[src/sv/intrusion_alarm_controller_macros.svh]
// Assertion helpers shared by the alarm controller modules.
// Each macro expects the clock aclk and the active-low reset aresetn in scope.
`ifndef INTRUSION_ALARM_CONTROLLER_MACROS_SVH
`define INTRUSION_ALARM_CONTROLLER_MACROS_SVH

// The consequent must hold in the same cycle as the antecedent.
`define IAC_ASSERT_NOW(lbl, ante, cons, msg) \
    lbl: assert property (@(posedge aclk) disable iff (!aresetn) (ante) |-> (cons)) \
        else $error(msg);

// The consequent must hold in the cycle after the antecedent.
`define IAC_ASSERT_NEXT(lbl, ante, cons, msg) \
    lbl: assert property (@(posedge aclk) disable iff (!aresetn) (ante) |=> (cons)) \
        else $error(msg);

`endif

[src/sv/iac_pkg.sv]
`default_nettype none

package iac_pkg;

    // Item kinds carried in tuser.
    localparam logic [1:0] KIND_TICK = 2'd0;
    localparam logic [1:0] KIND_DOOR = 2'd1;
    localparam logic [1:0] KIND_IR   = 2'd2;

    // Master command codes.
    localparam logic [1:0] CMD_DISARM  = 2'd0;
    localparam logic [1:0] CMD_ARM     = 2'd1;
    localparam logic [1:0] CMD_TRIGGER = 2'd2;

    // System modes.
    localparam logic [1:0] MODE_DISARMED = 2'd0;
    localparam logic [1:0] MODE_ARMED    = 2'd1;
    localparam logic [1:0] MODE_ALARM    = 2'd2;

    // Configuration register indexes.
    localparam int          CFG_ADDR_W = 3;
    localparam int          CFG_DATA_W = 16;
    localparam logic [2:0]  CFG_IR_THRESHOLD  = 3'd0;
    localparam logic [2:0]  CFG_SERVO_CLOSED  = 3'd1;
    localparam logic [2:0]  CFG_SERVO_OPEN    = 3'd2;
    localparam logic [2:0]  CFG_DOOR_LOCKOUT  = 3'd3;
    localparam logic [2:0]  CFG_ALARM_DUR     = 3'd4;
    localparam logic [2:0]  CFG_IR_COOLDOWN   = 3'd5;
    localparam logic [2:0]  CFG_BLINK_SLOW    = 3'd6;
    localparam logic [2:0]  CFG_BLINK_FAST    = 3'd7;

    // Register reset values.
    localparam logic [9:0]  IR_THRESHOLD_RST = 10'd500;
    localparam logic [11:0] SERVO_CLOSED_RST = 12'd188;
    localparam logic [11:0] SERVO_OPEN_RST   = 12'd300;
    localparam logic [9:0]  DOOR_LOCKOUT_RST = 10'd200;
    localparam logic [15:0] ALARM_DUR_RST    = 16'd5000;
    localparam logic [15:0] IR_COOLDOWN_RST  = 16'd2000;
    localparam logic [9:0]  BLINK_SLOW_RST   = 10'd250;
    localparam logic [9:0]  BLINK_FAST_RST   = 10'd62;

    // Sample divider width covers any sample period up to 63.
    localparam int DIV_W = 6;

    // Stream widths.
    localparam int IN_DATA_W  = 16;
    localparam int IN_USER_W  = 2;
    localparam int OUT_DATA_W = 24;

    typedef struct packed {
        logic [9:0]  ir_threshold;
        logic [11:0] servo_closed_pos;
        logic [11:0] servo_open_pos;
        logic [9:0]  door_lockout_ticks;
        logic [15:0] alarm_duration_ticks;
        logic [15:0] ir_cooldown_ticks;
        logic [9:0]  blink_slow_half;
        logic [9:0]  blink_fast_half;
    } cfg_t;

    typedef struct packed {
        logic [1:0] command_code;
        logic       command_valid;
        logic [9:0] ir_sample;
        logic [1:0] kind;
    } item_t;

    typedef struct packed {
        logic [1:0]  mode;
        logic        sample_request;
        logic        status_alarm;
        logic        led_on;
        logic [11:0] servo_pos;
    } result_t;

endpackage

`default_nettype wire

[src/sv/iac_cfg_regs.sv]
`default_nettype none

module iac_cfg_regs (
    input  wire logic                            aclk,
    input  wire logic                            aresetn,
    input  wire logic                            cfg_we,
    input  wire logic [iac_pkg::CFG_ADDR_W-1:0]  cfg_addr,
    input  wire logic [iac_pkg::CFG_DATA_W-1:0]  cfg_wdata,
    output iac_pkg::cfg_t                        cfg
);
    import iac_pkg::*;

    cfg_t cfg_reg;
    cfg_t cfg_next;

    // Decode the write; each value is masked to its register width.
    always_comb begin
        cfg_next = cfg_reg;
        if (cfg_we) begin
            case (cfg_addr)
                CFG_IR_THRESHOLD: cfg_next.ir_threshold         = cfg_wdata[9:0];
                CFG_SERVO_CLOSED: cfg_next.servo_closed_pos     = cfg_wdata[11:0];
                CFG_SERVO_OPEN:   cfg_next.servo_open_pos       = cfg_wdata[11:0];
                CFG_DOOR_LOCKOUT: cfg_next.door_lockout_ticks   = cfg_wdata[9:0];
                CFG_ALARM_DUR:    cfg_next.alarm_duration_ticks = cfg_wdata[15:0];
                CFG_IR_COOLDOWN:  cfg_next.ir_cooldown_ticks    = cfg_wdata[15:0];
                CFG_BLINK_SLOW:   cfg_next.blink_slow_half      = cfg_wdata[9:0];
                CFG_BLINK_FAST:   cfg_next.blink_fast_half      = cfg_wdata[9:0];
                default:          cfg_next = cfg_reg;
            endcase
        end
    end

    always_ff @(posedge aclk) begin
        if (!aresetn) begin
            cfg_reg.ir_threshold         <= IR_THRESHOLD_RST;
            cfg_reg.servo_closed_pos     <= SERVO_CLOSED_RST;
            cfg_reg.servo_open_pos       <= SERVO_OPEN_RST;
            cfg_reg.door_lockout_ticks   <= DOOR_LOCKOUT_RST;
            cfg_reg.alarm_duration_ticks <= ALARM_DUR_RST;
            cfg_reg.ir_cooldown_ticks    <= IR_COOLDOWN_RST;
            cfg_reg.blink_slow_half      <= BLINK_SLOW_RST;
            cfg_reg.blink_fast_half      <= BLINK_FAST_RST;
        end else begin
            cfg_reg <= cfg_next;
        end
    end

    assign cfg = cfg_reg;

endmodule

`default_nettype wire

[src/sv/iac_engine.sv]
`default_nettype none

`include "intrusion_alarm_controller_macros.svh"

module iac_engine #(
    parameter int SAMPLE_PERIOD = 40,
    parameter int TIME_WIDTH    = 16
) (
    input  wire logic        aclk,
    input  wire logic        aresetn,
    input  wire logic        step_en,
    input  iac_pkg::item_t   item,
    input  iac_pkg::cfg_t    cfg,
    output iac_pkg::result_t result
);
    import iac_pkg::*;

    // Elapsed times are compared at the wider of the time count and the registers.
    localparam int CMP_W = (TIME_WIDTH > 16) ? TIME_WIDTH : 16;

    logic [TIME_WIDTH-1:0] time_reg,        time_next;
    logic                  door_flag_reg,   door_flag_next;
    logic                  ir_flag_reg,     ir_flag_next;
    logic [9:0]            door_timer_reg,  door_timer_next;
    logic [15:0]           cooldown_reg,    cooldown_next;
    logic                  sampling_reg,    sampling_next;
    logic [DIV_W-1:0]      divider_reg,     divider_next;
    logic [1:0]            mode_reg,        mode_next;
    logic                  status_reg,      status_next;
    logic                  led_reg,         led_next;
    logic [TIME_WIDTH-1:0] last_toggle_reg, last_toggle_next;
    logic [TIME_WIDTH-1:0] start_reg,       start_next;
    logic                  latched_reg,     latched_next;
    logic [11:0]           servo_reg,       servo_next;

    logic                  req;
    logic                  sensor_alarm;
    logic                  alarm_shown;
    logic [9:0]            half;
    logic [TIME_WIDTH-1:0] since_toggle;
    logic [TIME_WIDTH-1:0] since_start;

    // Single-pass update of the node state for one item.
    always_comb begin
        time_next        = time_reg;
        door_flag_next   = door_flag_reg;
        ir_flag_next     = ir_flag_reg;
        door_timer_next  = door_timer_reg;
        cooldown_next    = cooldown_reg;
        sampling_next    = sampling_reg;
        divider_next     = divider_reg;
        mode_next        = mode_reg;
        status_next      = status_reg;
        led_next         = led_reg;
        last_toggle_next = last_toggle_reg;
        start_next       = start_reg;
        latched_next     = latched_reg;
        servo_next       = servo_reg;
        req              = 1'b0;
        sensor_alarm     = 1'b0;
        alarm_shown      = 1'b0;
        half             = cfg.blink_fast_half;
        since_toggle     = '0;
        since_start      = '0;

        case (item.kind)
            KIND_TICK: begin
                // Time base and countdown timers.
                time_next = time_reg + 1'b1;
                if (door_timer_reg != '0) begin
                    door_timer_next = door_timer_reg - 1'b1;
                end
                if (cooldown_reg != '0) begin
                    cooldown_next = cooldown_reg - 1'b1;
                end

                // Periodic IR sample request while sampling is on (after arm or trigger) and not cooling down.
                if (sampling_reg && cooldown_next == '0) begin
                    divider_next = divider_reg + 1'b1;
                    if (divider_next >= DIV_W'(SAMPLE_PERIOD)) begin
                        divider_next = '0;
                        req          = 1'b1;
                    end
                end

                // Master command.
                if (item.command_valid) begin
                    case (item.command_code)
                        CMD_DISARM: begin
                            mode_next      = MODE_DISARMED;
                            status_next    = 1'b0;
                            sampling_next  = 1'b0;
                            door_flag_next = 1'b0;
                            ir_flag_next   = 1'b0;
                            cooldown_next  = '0;
                            latched_next   = 1'b0;
                            servo_next     = cfg.servo_closed_pos;
                            led_next       = 1'b0;
                        end
                        CMD_ARM: begin
                            mode_next     = MODE_ARMED;
                            status_next   = 1'b0;
                            sampling_next = 1'b1;
                        end
                        CMD_TRIGGER: begin
                            mode_next     = MODE_ALARM;
                            sampling_next = 1'b1;
                        end
                        default: begin
                            mode_next = mode_next;
                        end
                    endcase
                end

                // Alarm judgment.
                sensor_alarm = (door_flag_next || ir_flag_next) && (mode_next != MODE_DISARMED);
                alarm_shown  = sensor_alarm || (mode_next == MODE_ALARM);

                if (sensor_alarm) begin
                    status_next = 1'b1;
                    if (!latched_next) begin
                        latched_next = 1'b1;
                        start_next   = time_next;
                    end
                end

                since_toggle = time_next - last_toggle_next;
                since_start  = time_next - start_next;

                if (alarm_shown) begin
                    half       = (sensor_alarm && door_flag_next) ? cfg.blink_slow_half
                                                                  : cfg.blink_fast_half;
                    servo_next = cfg.servo_open_pos;
                    if (CMP_W'(since_toggle) >= CMP_W'(half)) begin
                        last_toggle_next = time_next;
                        led_next         = !led_next;
                    end
                    // Local alarm clears itself and starts the IR cooldown.
                    if (sensor_alarm &&
                        CMP_W'(since_start) >= CMP_W'(cfg.alarm_duration_ticks)) begin
                        door_flag_next = 1'b0;
                        ir_flag_next   = 1'b0;
                        cooldown_next  = cfg.ir_cooldown_ticks;
                        status_next    = 1'b0;
                        latched_next   = 1'b0;
                    end
                end else begin
                    servo_next   = cfg.servo_closed_pos;
                    led_next     = 1'b0;
                    latched_next = 1'b0;
                end
            end
            KIND_DOOR: begin
                // A press outside the lockout window raises the door flag.
                if (door_timer_reg == '0) begin
                    door_flag_next  = 1'b1;
                    door_timer_next = cfg.door_lockout_ticks;
                end
            end
            KIND_IR: begin
                if (item.ir_sample > cfg.ir_threshold) begin
                    ir_flag_next = 1'b1;
                end
            end
            default: begin
                req = 1'b0;
            end
        endcase
    end

    // State registers advance once per processed item.
    always_ff @(posedge aclk) begin
        if (!aresetn) begin
            time_reg        <= '0;
            door_flag_reg   <= 1'b0;
            ir_flag_reg     <= 1'b0;
            door_timer_reg  <= '0;
            cooldown_reg    <= '0;
            sampling_reg    <= 1'b0;
            divider_reg     <= '0;
            mode_reg        <= MODE_DISARMED;
            status_reg      <= 1'b0;
            led_reg         <= 1'b0;
            last_toggle_reg <= '0;
            start_reg       <= '0;
            latched_reg     <= 1'b0;
            servo_reg       <= SERVO_CLOSED_RST;
        end else if (step_en) begin
            time_reg        <= time_next;
            door_flag_reg   <= door_flag_next;
            ir_flag_reg     <= ir_flag_next;
            door_timer_reg  <= door_timer_next;
            cooldown_reg    <= cooldown_next;
            sampling_reg    <= sampling_next;
            divider_reg     <= divider_next;
            mode_reg        <= mode_next;
            status_reg      <= status_next;
            led_reg         <= led_next;
            last_toggle_reg <= last_toggle_next;
            start_reg       <= start_next;
            latched_reg     <= latched_next;
            servo_reg       <= servo_next;
        end
    end

    // The result shows the state as it stands after this item.
    always_comb begin
        result.servo_pos      = servo_next;
        result.led_on         = led_next;
        result.status_alarm   = status_next;
        result.sample_request = req;
        result.mode           = mode_next;
    end

    // A raised status or a lit LED never coexists with a disarmed node.
    `IAC_ASSERT_NOW(a_status_needs_mode, status_reg, mode_reg != MODE_DISARMED,
                    "status flag set while disarmed")
    `IAC_ASSERT_NOW(a_led_needs_mode, led_reg, mode_reg != MODE_DISARMED,
                    "LED lit while disarmed")
    `IAC_ASSERT_NOW(a_req_on_tick, step_en && req, item.kind == KIND_TICK,
                    "sample request raised by a non-tick item")

endmodule

`default_nettype wire

[src/sv/intrusion_alarm_controller.sv]
// Datapath: an accepted item waits in the input register, and its result in the result
// register, before the result is offered. The whole state update is one pass of logic.
// Throughput: one item per cycle while m_tready does not stall the output.
// Reset: synchronous, active low; state clears, registers take their defaults.
// The block accepts items in the first cycle after reset is released.
`default_nettype none

`include "intrusion_alarm_controller_macros.svh"

module intrusion_alarm_controller #(
    parameter int SAMPLE_PERIOD = 40,
    parameter int TIME_WIDTH    = 16
) (
    input  wire logic                            aclk,
    input  wire logic                            aresetn,
    // Input item stream.
    input  wire logic                            s_tvalid,
    output logic                                 s_tready,
    // tdata: ir_sample [9:0], command_valid [10], command_code [12:11], zero pad [15:13]
    input  wire logic [iac_pkg::IN_DATA_W-1:0]   s_tdata,
    // tuser: kind [1:0]
    input  wire logic [iac_pkg::IN_USER_W-1:0]   s_tuser,
    // Result stream.
    output logic                                 m_tvalid,
    input  wire logic                            m_tready,
    // tdata: servo_pos [11:0], led_on [12], status_alarm [13], sample_request [14],
    //        mode [16:15], zero pad [23:17]
    output logic [iac_pkg::OUT_DATA_W-1:0]       m_tdata,
    // Configuration writes.
    input  wire logic                            cfg_we,
    input  wire logic [iac_pkg::CFG_ADDR_W-1:0]  cfg_addr,
    input  wire logic [iac_pkg::CFG_DATA_W-1:0]  cfg_wdata
);
    import iac_pkg::*;

    cfg_t    cfg;
    item_t   in_item_reg;
    item_t   in_item_next;
    logic    in_valid_reg;
    logic    in_valid_next;
    result_t step_result;
    result_t out_reg;
    result_t out_next;
    logic    out_valid_reg;
    logic    out_valid_next;
    logic    s_accept;
    logic    advance;

    iac_cfg_regs u_cfg (
        .aclk      (aclk),
        .aresetn   (aresetn),
        .cfg_we    (cfg_we),
        .cfg_addr  (cfg_addr),
        .cfg_wdata (cfg_wdata),
        .cfg       (cfg)
    );

    iac_engine #(
        .SAMPLE_PERIOD (SAMPLE_PERIOD),
        .TIME_WIDTH    (TIME_WIDTH)
    ) u_engine (
        .aclk    (aclk),
        .aresetn (aresetn),
        .step_en (advance),
        .item    (in_item_reg),
        .cfg     (cfg),
        .result  (step_result)
    );

    // Handshake: the input register drains whenever the result register can take an item.
    always_comb begin
        advance  = in_valid_reg && (!out_valid_reg || m_tready);
        s_tready = !in_valid_reg || advance;
        s_accept = s_tvalid && s_tready;

        in_item_next.kind          = s_tuser[1:0];
        in_item_next.ir_sample     = s_tdata[9:0];
        in_item_next.command_valid = s_tdata[10];
        in_item_next.command_code  = s_tdata[12:11];

        if (s_accept) begin
            in_valid_next = 1'b1;
        end else if (advance) begin
            in_valid_next = 1'b0;
        end else begin
            in_valid_next = in_valid_reg;
        end

        if (advance) begin
            out_valid_next = 1'b1;
        end else if (m_tready) begin
            out_valid_next = 1'b0;
        end else begin
            out_valid_next = out_valid_reg;
        end

        out_next = advance ? step_result : out_reg;
    end

    // Control flags.
    always_ff @(posedge aclk) begin
        if (!aresetn) begin
            in_valid_reg  <= 1'b0;
            out_valid_reg <= 1'b0;
        end else begin
            in_valid_reg  <= in_valid_next;
            out_valid_reg <= out_valid_next;
        end
    end

    // Payload registers.
    always_ff @(posedge aclk) begin
        if (s_accept) begin
            in_item_reg <= in_item_next;
        end
        out_reg <= out_next;
    end

    assign m_tvalid = out_valid_reg;
    assign m_tdata  = {7'd0, out_reg.mode, out_reg.sample_request, out_reg.status_alarm,
                       out_reg.led_on, out_reg.servo_pos};

    // A held item is not dropped while the result register is blocked.
    `IAC_ASSERT_NEXT(a_input_kept, in_valid_reg && out_valid_reg && !m_tready, in_valid_reg,
                     "pending item lost while output stalled")
    // The input side stalls only when both stages hold an item and m_tready is low.
    `IAC_ASSERT_NOW(a_stall_reason, !s_tready, in_valid_reg && out_valid_reg && !m_tready,
                    "input stalled without a full pipeline")
    // A taken result with nothing behind it empties the result register.
    `IAC_ASSERT_NEXT(a_output_drains, out_valid_reg && m_tready && !in_valid_reg, !m_tvalid,
                     "result repeated after it was taken")

endmodule

`default_nettype wire
[config.mk]
export PLATFORM = sky130hd
export DESIGN_NAME = intrusion_alarm_controller
export DESIGN_NICKNAME = d
export VERILOG_FILES = /design/src/sv/iac_pkg.sv /design/src/sv/iac_cfg_regs.sv /design/src/sv/iac_engine.sv /design/src/sv/intrusion_alarm_controller.sv
export VERILOG_INCLUDE_DIRS = /design/src /design/src/sv
export SDC_FILE = /design/constraint.sdc
export NUM_CORES = 1
export LEC_CHECK = 0
export BUFFER_PORTS_ARGS = -buffer_cell sky130_fd_sc_hd__buf_4
export CORE_ASPECT_RATIO = 0.7
export CORE_MARGIN = 5
export CORE_UTILIZATION = 55
export CTS_CLUSTER_DIAMETER = 30
export DETAILED_ROUTE_END_ITERATION = 6
export PLACE_DENSITY = 0.73
export RECOVER_POWER = 50
export SKIP_CTS_REPAIR_TIMING = 1
export SLEW_MARGIN = 40
export SYNTH_ARGS = -nofsm -noshare
export SYNTH_HDL_FRONTEND = slang
export SYNTH_SLANG_ARGS = --single-unit
[constraint.sdc]
create_clock -name aclk -period 7.3 [get_ports aclk]
set_input_delay 0.365 -clock aclk [delete_from_list [all_inputs] [get_ports aclk]]
set_output_delay 0.365 -clock aclk [all_outputs]
set_load 0.02 [all_outputs]
==> results by group, run 1 <==
Yosys
  • Ranking of synthesized cells by area: dfxtp_1, nand2_1, edfxtp_1, ha_1, a21oi_1
  • Synthesized area per cell: 8.154 um^2
  • Seq/Total Area, Yosys: 38.67%
  • Area leader, netlist: dfxtp_1
  • Synth Flop Type: dfxtp_1
  • Synth top area share: 31.12%
  • Number of synthesized flops with an enable pin: 32
  • Post-Syn Area: 12740 um^2
  • Synth unique cells: 81
  • Syn. warnings: 0
  • Fraction of registers with async set/reset: 0%
  • Post-Synthesis Cells: 1562
  • FF+latch count, synth: 230

GRT
  • Largest net degree at the start of global routing: 78
  • GRT overflow: 0
  • Vias in the first global route: 10480
  • Gr usage total: 25.34%
  • Initial antenna violation count: 0
  • First-pass GRT wire length: 54320 um

Clock tree
  • Clock transition at path regs: 0.06 ns
  • Clk sink count: 230
  • CTS Buf Count: 39
  • Root buf cell: clkbuf_16
  • CTS tree: built
  • # H-tree levels: 2
  • Clk buf depth: 3
  • Later-pin clock latency in the skew report: 0.52 ns

Layout
  • Ant. Diodes: 0
  • Post-layout util: 63.95%
  • Syn-to-layout area delta: 14.16%
  • Layout cell share with drive strength beyond 1: 10.15%
  • Largest register FFs: 96
  • Most frequent cells in the layout: nand2_1, dfxtp_1, nor2_1, a21oi_1, ha_1
  • Final cell count without fillers: 1927
  • Fin nets: 1702
  • Leading cell type in the layout, fill and taps excluded: nand2_1

STA
  • Max_slew headroom: -149.7%
  • Final setup vio count: 0
  • Slew @ Worst Pin: 3.746 ns
  • Clock Skew: 0.02339 ns
  • Hold WS: 0.03947 ns
  • Setup WS post-layout: 0.5398 ns
  • Peak Freq: 0.1479 GHz
  • Final min period: 6.760 ns
  • Unrepaired setup endpoints after global routing: no
  • Final period utilization: 92.61%
  • Slew Limit Fails: 151
  • Hold Vio Cnt, Final: 0
  • Total negative setup slack: 0 ns

Placement
  • Dpl cells: 1857
  • Setup Slack @ Placement: 0.5994 ns
  • DP Wirelength: 22870 um
  • Final weighted congestion in routability-driven placement: 0.8883
  • # port buffers: 57

Drt
  • DR iter-0 viols: 930
  • DR vias/cell: 5.859
  • Pre-antenna DRT Iters: 5
  • WL final: 33440 um
  • Antenna Nets Post-Route: 0
  • DRC errors left: 0
  • DR vias: 11290
  • Avg WL per Cell: 17.35 um

Die
  • DIE HEIGHT: 137.3 um
  • Std-Cell Rows: 46
  • Die area: 26350 um^2
  • I/O pin count: 68
  • Core footprint: 22730 um^2
  • Starting Density: 56.02%
  • Die W: 191.9 um

Setup path
  • Cell family with most CP delay: compound AO/OA/AOI/OAI gates
  • Critical Path RT: 7.74 ns
  • Buffer and inverter count on the worst path: 2
  • Startpoint type of the worst setup path: register
  • CP dominant cell by count: a21oi_1
  • Worst Path Max Fanout: 20
  • Crit path capture type: register
  • Flop-to-flop setup slack: 0.54 ns
  • CP max stage delay: 0.71 ns
  • CP arrival: 7.20 ns
  • Crit path kind: reg -> reg
  • CP max stage cell: or4b_2

Power
  • Max VDD drop: 0.1606 mV
  • Power Dens Cells: 246.8 nW/um^2
  • Leakage power: 0.005834 uW

Hold path
  • Hold Path Class: in -> reg

Flow run
  • Max_cap viols: 2

Status
  • Status: complete, but fails checks
  • Failing checks: max-capacitance violations, max-slew violations
==> power by group <==
part	total, uW	leakage [uW]	internal (uW)	switching (uW)
combinational	443	0.00330	164	279
clock	1790	0.000627	1130	657
sequential	1360	0.00191	1330	28.9
==> final timing paths <==
| kind | from | endpoint | cells after the start |
|---|---|---|---|
| setup / recovery | in_item_reg[14] | u_engine.cooldown_reg[6] | 26 |
| hold / removal | s_tdata[9] | in_item_reg[11] | 1 |
| setup reg to reg | in_item_reg[14] | u_engine.cooldown_reg[6] | 26 |
| hold reg to reg | u_cfg.cfg[49] | u_cfg.cfg[49] | 2 |
==> synth_stat cells (all sizes together) (4+ instances only) <==
library cell  instances
a211oi               24
a21o                 14
a21oi               128
a311oi                7
a31oi                 7
and2                  4
and3                 13
buf                  24
clkbuf               74
dfxtp               198
edfxtp               32
ha                   70
inv                  68
mux2i                44
nand2               287
nand2b               15
nand3                63
nand3b                6
nand4                11
nor2                136
nor2b                16
nor3                 31
nor4                  9
o2111ai              17
o211ai               19
o21a                 17
o21ai                63
o22ai                 8
o31ai                24
or2                   6
or3                  14
xnor2                36
xor2                 24
==> metrics by stage <==
stage	area, um^2	total power, uW
3_3_place_gp	13300	1805
3_5_place_dp	13310	1817
2_1_floorplan	12760	1703
5_1_grt	14540	3729
4_1_cts	14610	3601
6_report	14540	3588
==> per-layer routing <==
metal  global-route usage (%)  part of all wire, %  up-vias
met5                        0                    0        -
met4                    6.459                  1.7        0
met3                    4.382                  7.4       51
met2                    37.80                   42      404
met1                    37.99                   49     5321
li1                         -                    -     5514
==> cell families (layout without fill, tap and decap cells) <==
family,count (synthesis),count (layout),share of synthesized area [%]
simple gates,628,628,22.19
buf+inv,166,213,5.374
other cells,1,7,0.02944
compound gates,357,357,18.55
mux,47,47,3.723
flops,230,230,38.67
fa+ha+maj,73,73,7.280
xor+xnor,60,60,4.185
==> final cells by class <==
class                      instances  area [um^2]
fill                            1987         8195
multi-input combinational       1172         7186
sequential                       230         4925
clock buffer                      48         1115
timing repair buffer              77        480.5
tap                              312        390.4
inverter                          68        257.7
clock inverter                    20        185.2
Power figures use the tool's default switching activity.
==> run 2, diff against run 1 <==
Settings changed: PLACE_DENSITY 0.73 to not set, PLACE_DENSITY_LB_ADDON set to 0.2.
==> run 2 against run 1 <==
  * The flow still finishes with violations (max-capacitance violations, max-slew violations)
  * Sequential share of layout area down 0.72 points
  * First-iteration DRC count increased by 23%
  * Cell count rose by 0.99%
  * Clock skew down 0.0099 ns
  * Non-clock buffer count up 12
  * Critical path type unchanged
  * Highest routed layer unchanged
==> results by group, run 2 (synthesis gave the netlist of run 1 again) <==
Setup path
  • CP arrival: 7.30 ns (+0.10 ns)
  • Startpoint type of the worst setup path: register
  • Worst Path Max Fanout: 10 (-50%)
  • Crit path kind: reg -> reg
  • Crit path capture type: register
  • Critical Path RT: 7.77 ns (+0.03 ns)

Clock tree
  • # H-tree levels: 2 (unchanged)
  • CTS tree: built
  • Clock transition at path regs: 0.05 ns (about the same)
  • Later-pin clock latency in the skew report: 0.55 ns (+0.03 ns)
  • CTS Buf Count: 40 (+2.6%)
  • Clk sink count: 230 (unchanged)
  • Clk buf depth: 3 (unchanged)
  • Root buf cell: clkbuf_16

Die
  • Starting Density: 56.02% (unchanged)
  • Die area: 26350 um^2 (unchanged)
  • Core footprint: 22730 um^2 (unchanged)
  • DIE HEIGHT: 137.3 um (unchanged)
  • Std-Cell Rows: 46 (unchanged)
  • Die W: 191.9 um (unchanged)
  • I/O pin count: 68 (unchanged)

GRT
  • Largest net degree at the start of global routing: 91 (+17%)
  • Gr usage total: 25.80% (+0.46 points)
  • Initial antenna violation count: 1 (+1)
  • Top Usage Layer GRT: met2
  • Vias in the first global route: 10770 (+2.8%)
  • GRT met2 Usage: 38.14% (+0.33 points)
  • Grt met1 use: 38.09% (+0.11 points)
  • GRT overflow: 0 (unchanged)
  • GR Util met3: 5.041% (+0.66 points)
  • First-pass GRT wire length: 54980 um (+1.2%)

STA
  • Hold WS: 0.03361 ns (-0.005858 ns)
  • Max_slew headroom: -209.1% (-59 points)
  • Peak Freq: 0.1466 GHz (-0.90%)
  • Final min period: 6.822 ns (+0.06134 ns)
  • Slew @ Worst Pin: 4.637 ns (+0.8912 ns)
  • Slew Limit Fails: 145 (-4.0%)
  • Clock Skew: 0.01352 ns (-0.009872 ns)
  • Total negative setup slack: 0 ns (unchanged)
  • Final period utilization: 93.45% (+0.84 points)
  • Hold Vio Cnt, Final: 0 (unchanged)
  • Final setup vio count: 0 (unchanged)
  • Unrepaired setup endpoints after global routing: no

Power
  • Max VDD drop: 0.2075 mV (+29%)
  • Leakage power: 0.005979 uW (+2.5%)
  • Power Dens Cells: 259.5 nW/um^2 (+5.2%)

Layout
  • Syn-to-layout area delta: 16.63%
  • Largest register FFs: 96 (unchanged)
  • Post-layout util: 65.34% (+1.4 points)
  • Register area: 4925 um^2 (unchanged)
  • Fillers: 1864 (-6.2%)
  • Most frequent cells in the layout: nand2_1, dfxtp_1, nor2_1, a21oi_1, ha_1
  • Layout cell share with drive strength beyond 1: 10.47% (+0.32 points)
  • Fin nets: 1715 (+0.76%)
  • Leading cell type in the layout, fill and taps excluded: nand2_1
  • Multi-input gate area: 7186 um^2 (unchanged)

Placement
  • DP Wirelength: 22970 um (+0.46%)
  • Final weighted congestion in routability-driven placement: 0.9010 (+1.4%)
  • # port buffers: 57 (unchanged)

Drt
  • DR vias/cell: 5.883 (+0.41%)
  • WL final: 34780 um (+4.0%)
  • DR iter-0 viols: 1142 (+23%)
  • Pre-antenna DRT Iters: 5 (unchanged)
  • DRC errors left: 0 (unchanged)
  • Avg WL per Cell: 17.87 um (+3.0%)
  • Antenna Nets Post-Route: 0 (unchanged)
  • DR vias: 11450 (+1.4%)

Hold path
  • Hold Path Class: in -> reg

Status
  • Status: complete, but fails checks
  • Failing checks: max-capacitance violations, max-slew violations

Flow run
  • Max_cap viols: 2 (unchanged)
run 2: cell types whose count changed in the layout (fill, tap and decap cells not counted), sizes merged:
cell,before,now
dlygate4sd3,1,12
clkbuf,90,85
diode,0,1
buf,34,41
clkinvlp,5,3
bufinv,1,7
inv,74,75
run 2: final cells by class:
cell class	count	area share, %
Sequential cell	230	33.15
Inverter	68	1.735
Tap cell	312	2.628
Clock buffer	49	7.311
Clock inverter	25	2.662
Timing Repair Buffer	89	4.119
Antenna cell	1	0.01685
Multi-Input combinational cell	1172	48.37
run 2: stage by stage:
stage	area (um^2)	total power [uW]	instances	worst slack, ns
after floorplan	12760	1703	1568	0.8826
after global placement	13320	1805	1859	0.7091
after detailed placement	13320	1816	1859	0.5858
after CTS	14810	3859	1933	0.5400
after global routing	14850	3987	1946	0.05480
final	14850	3854	1946	0.4785
run 2: per-layer routing:
layer | wire, um | vias to the layer above
met2 | 14530 | 451
met1 | 16620 | 5366
met5 | 0 | -
met3 | 2878 | 66
met4 | 751 | 0
li1 | - | 5565
run 2: final timing paths:
kind	start	endpoint	slack, ns	depth (start not counted)
worst max register to register	in_item_reg[13]	u_engine.cooldown_reg[6]	0.48	24
worst min register to register	u_cfg.cfg[84]	u_cfg.cfg[84]	0.45	2
worst min-delay path	s_tdata[10]	in_item_reg[12]	0.03	1
worst max-delay path	in_item_reg[13]	u_engine.cooldown_reg[6]	0.48	24
run 2: report_power, final:
part | leakage [uW] | total, uW | switching, uW | internal, uW
logic | 0.00336 | 452 | 284 | 169
registers | 0.00191 | 1360 | 29.1 | 1330
clock network | 0.000712 | 2050 | 711 | 1330
run 2: worst max-delay path, cell delays in order (launching register included):
cell and delay, ns:
edfxtp_1 0.42, ha_1 0.27, or4b_2 0.71, o2111ai_1 0.29, a21oi_1 0.21, ha_1 0.30
nor2b_1 0.11, o21ai_0 0.17, a222oi_1 0.42, a22oi_1 0.20, o31ai_1 0.47, a21oi_1 0.13
o31ai_1 0.42, a21o_1 0.18, a21oi_1 0.07, xnor2_1 0.14, ha_1 0.30, a21o_1 0.18
a21o_1 0.17, a21oi_1 0.22, o21ai_0 0.17, a21oi_4 0.33, nand2_1 0.34, nor4_1 0.37
o31a_1 0.17
==> run 3, diff against run 2 <==
Settings changed: CORE_UTILIZATION 55 to 30, RECOVER_POWER 50 to not set.
==> run 3 against run 2 <==
  * The flow now finishes without violations
  * Sequential power about the same
  * Setup slack improved by 0.20 ns
  * Die area up 77%
  * Critical path depth grew 1
  * Via count decreased by 3.1%
  * Flip-flop and latch count did not move
  * Largest power group unchanged
==> results by group, run 3 (synthesis gave the netlist of run 1 again) <==
Status
  • Status: completed

Placement
  • Final weighted congestion in routability-driven placement: 0.8078 (-10%)
  • # port buffers: 57 (unchanged)
  • DP Wirelength: 25210 um (+9.7%)

Die
  • I/O pin count: 68 (unchanged)
  • Die area: 46740 um^2 (+77%)
  • Starting Density: 30.20% (-26 points)
  • Core footprint: 42170 um^2 (+85%)
  • DIE HEIGHT: 182.4 um (+33%)
  • Std-Cell Rows: 63 (+37%)
  • Die W: 256.3 um (+34%)

STA
  • Total negative setup slack: 0 ns (unchanged)
  • Slew Limit Fails: 0 (-100%)
  • Clock Skew: 0.02516 ns (+0.01163 ns)
  • Max_slew headroom: 47.18% (+260 points)
  • Hold Vio Cnt, Final: 0 (unchanged)
  • Final setup vio count: 0 (unchanged)
  • Slew @ Worst Pin: 0.7923 ns (-3.845 ns)
  • Final min period: 6.620 ns (-0.2010 ns)
  • Final period utilization: 90.69% (-2.8 points)
  • Unrepaired setup endpoints after global routing: no
  • Peak Freq: 0.1510 GHz (+3.0%)

Drt
  • DR vias: 11090 (-3.1%)
  • DRC errors left: 0 (unchanged)
  • DR iter-0 viols: 896 (-22%)
  • Antenna Nets Post-Route: 0 (unchanged)
  • DR vias/cell: 5.023 (-15%)
  • Pre-antenna DRT Iters: 5 (unchanged)
  • Avg WL per Cell: 16.68 um (-6.7%)
  • WL final: 36840 um (+5.9%)

Clock tree
  • Later-pin clock latency in the skew report: 0.57 ns (+0.02 ns)
  • # H-tree levels: 2 (unchanged)
  • Clock transition at path regs: 0.05 ns (about the same)
  • Root buf cell: clkbuf_16
  • CTS Buf Count: 49 (+23%)
  • Clk buf depth: 3 (unchanged)
  • Clk sink count: 230 (unchanged)
  • CTS tree: built

Layout
  • Most frequent cells in the layout: nand2_1, dfxtp_1, nor2_1, a21oi_1, buf_4
  • Leading cell type in the layout, fill and taps excluded: nand2_1
  • Layout cell share with drive strength beyond 1: 12.88% (+2.4 points)
  • Syn-to-layout area delta: 22.36%
  • Fin nets: 1727 (+0.70%)
  • Largest register FFs: 96 (unchanged)
  • Post-layout util: 36.95% (-28 points)

Setup path
  • Crit Reg-Reg Startpoint: in_item_reg[13]
  • CP arrival: 7.04 ns (-0.26 ns)
  • Startpoint type of the worst setup path: register
  • Crit path kind: reg -> reg
  • Critical Path RT: 7.72 ns (-0.05 ns)
  • Worst Path Max Fanout: 19 (+9)
  • Crit path capture type: register
  • Worst Setup SP: in_item_reg[13]

GRT
  • Largest net degree at the start of global routing: 76 (-16%)
  • GRT overflow: 0 (unchanged)
  • Vias in the first global route: 10330 (-4.1%)
  • First-pass GRT wire length: 58120 um (+5.7%)
  • Gr usage total: 15.31% (-10 points)
  • Initial antenna violation count: 2 (+1)

Power
  • Leakage power: 0.006228 uW (+4.2%)
  • Power Dens Cells: 266.1 nW/um^2 (+2.6%)
  • Max VDD drop: 0.1926 mV (-7.2%)

Flow run
  • Max_cap viols: 0 (-2)

Hold path
  • Hold Path Class: in -> reg
  • Hold path start: s_tvalid
## run 3: changes by cell type in the layout (fill, tap and decap cells not counted), sizes merged
cell / change
buf: +36
dlygate4sd3: +3
inv: -2
diode: +1
clkinv: +4
clkinvlp: +1
bufinv: -1
clkbuf: -20
## run 3: routing by layer
metal | vias up | GRT usage [%] | share of wire, % | wire length (um)
met4 | 0 | 4.337 | 1.6 | 597
met2 | 237 | 21.44 | 40 | 14720
li1 | 5578 | - | - | -
met1 | 5223 | 23.79 | 53 | 19680
met5 | - | 0 | 0 | 0
met3 | 53 | 2.739 | 5.0 | 1841
## run 3: cell type report
type / instances / area (um^2)
timing repair buffer: 92 / 735.7
multi-input combinational: 1172 / 7202
fill: 4290 / 26590
sequential: 230 / 4925
clock inverter: 27 / 377.9
clock buffer: 65 / 1388
inverter: 68 / 260.3
tap: 552 / 690.7
antenna: 2 / 5.005
## run 3: power by group
group / switching [uW] / leakage, uW / internal (uW) / total, uW
Clock: 770 / 0.000854 / 1560 / 2330
Combinational: 283 / 0.00347 / 174 / 457
Sequential: 27.9 / 0.00191 / 1330 / 1360
Total: 1080 / 0.00623 / 3070 / 4150
## run 3: metrics by stage
step / instance area (um^2) / hold WS, ns / power, uW / setup slack, ns / instances
final: 15580 / 0.02532 / 4147 / 0.6795 / 2208
after global routing: 15580 / 0.03772 / 4333 / 0.09734 / 2208
after CTS: 15410 / -0.06167 / 4190 / 0.6539 / 2191
after detailed placement: 13650 / 0.4461 / 1827 / 0.6915 / 2099
after global placement: 13620 / 0.4412 / 1822 / 0.7896 / 2099
after floorplan: 12760 / 0.4329 / 1703 / 0.8826 / 1568
## run 3: final timing paths
path	to	slack, ns	cells past startpoint
worst min-delay path	in_valid_reg	0.03	3
worst min register to register	u_cfg.cfg[62]	0.45	2
worst max-delay path	u_engine.cooldown_reg[5]	0.68	25
worst max register to register	u_engine.cooldown_reg[5]	0.68	25
## run 3: critical path, stage by stage (launching register included)
cell and delay (ns):
edfxtp_1 0.42, ha_1 0.26, or4b_2 0.70, o2111ai_1 0.27, a21oi_1 0.20, ha_1 0.30
nor2b_1 0.12, o21ai_0 0.18, a222oi_1 0.44, a22oi_1 0.20, o31ai_1 0.46, a21oi_1 0.13
o31ai_1 0.46, a21o_1 0.19, a21oi_1 0.07, xnor2_1 0.14, ha_1 0.29, a21o_1 0.18
a21o_1 0.17, a21oi_1 0.21, o21ai_0 0.13, a21oi_2 0.17, buf_4 0.31, mux2_2 0.37
nand2_1 0.06, a31oi_1 0.07
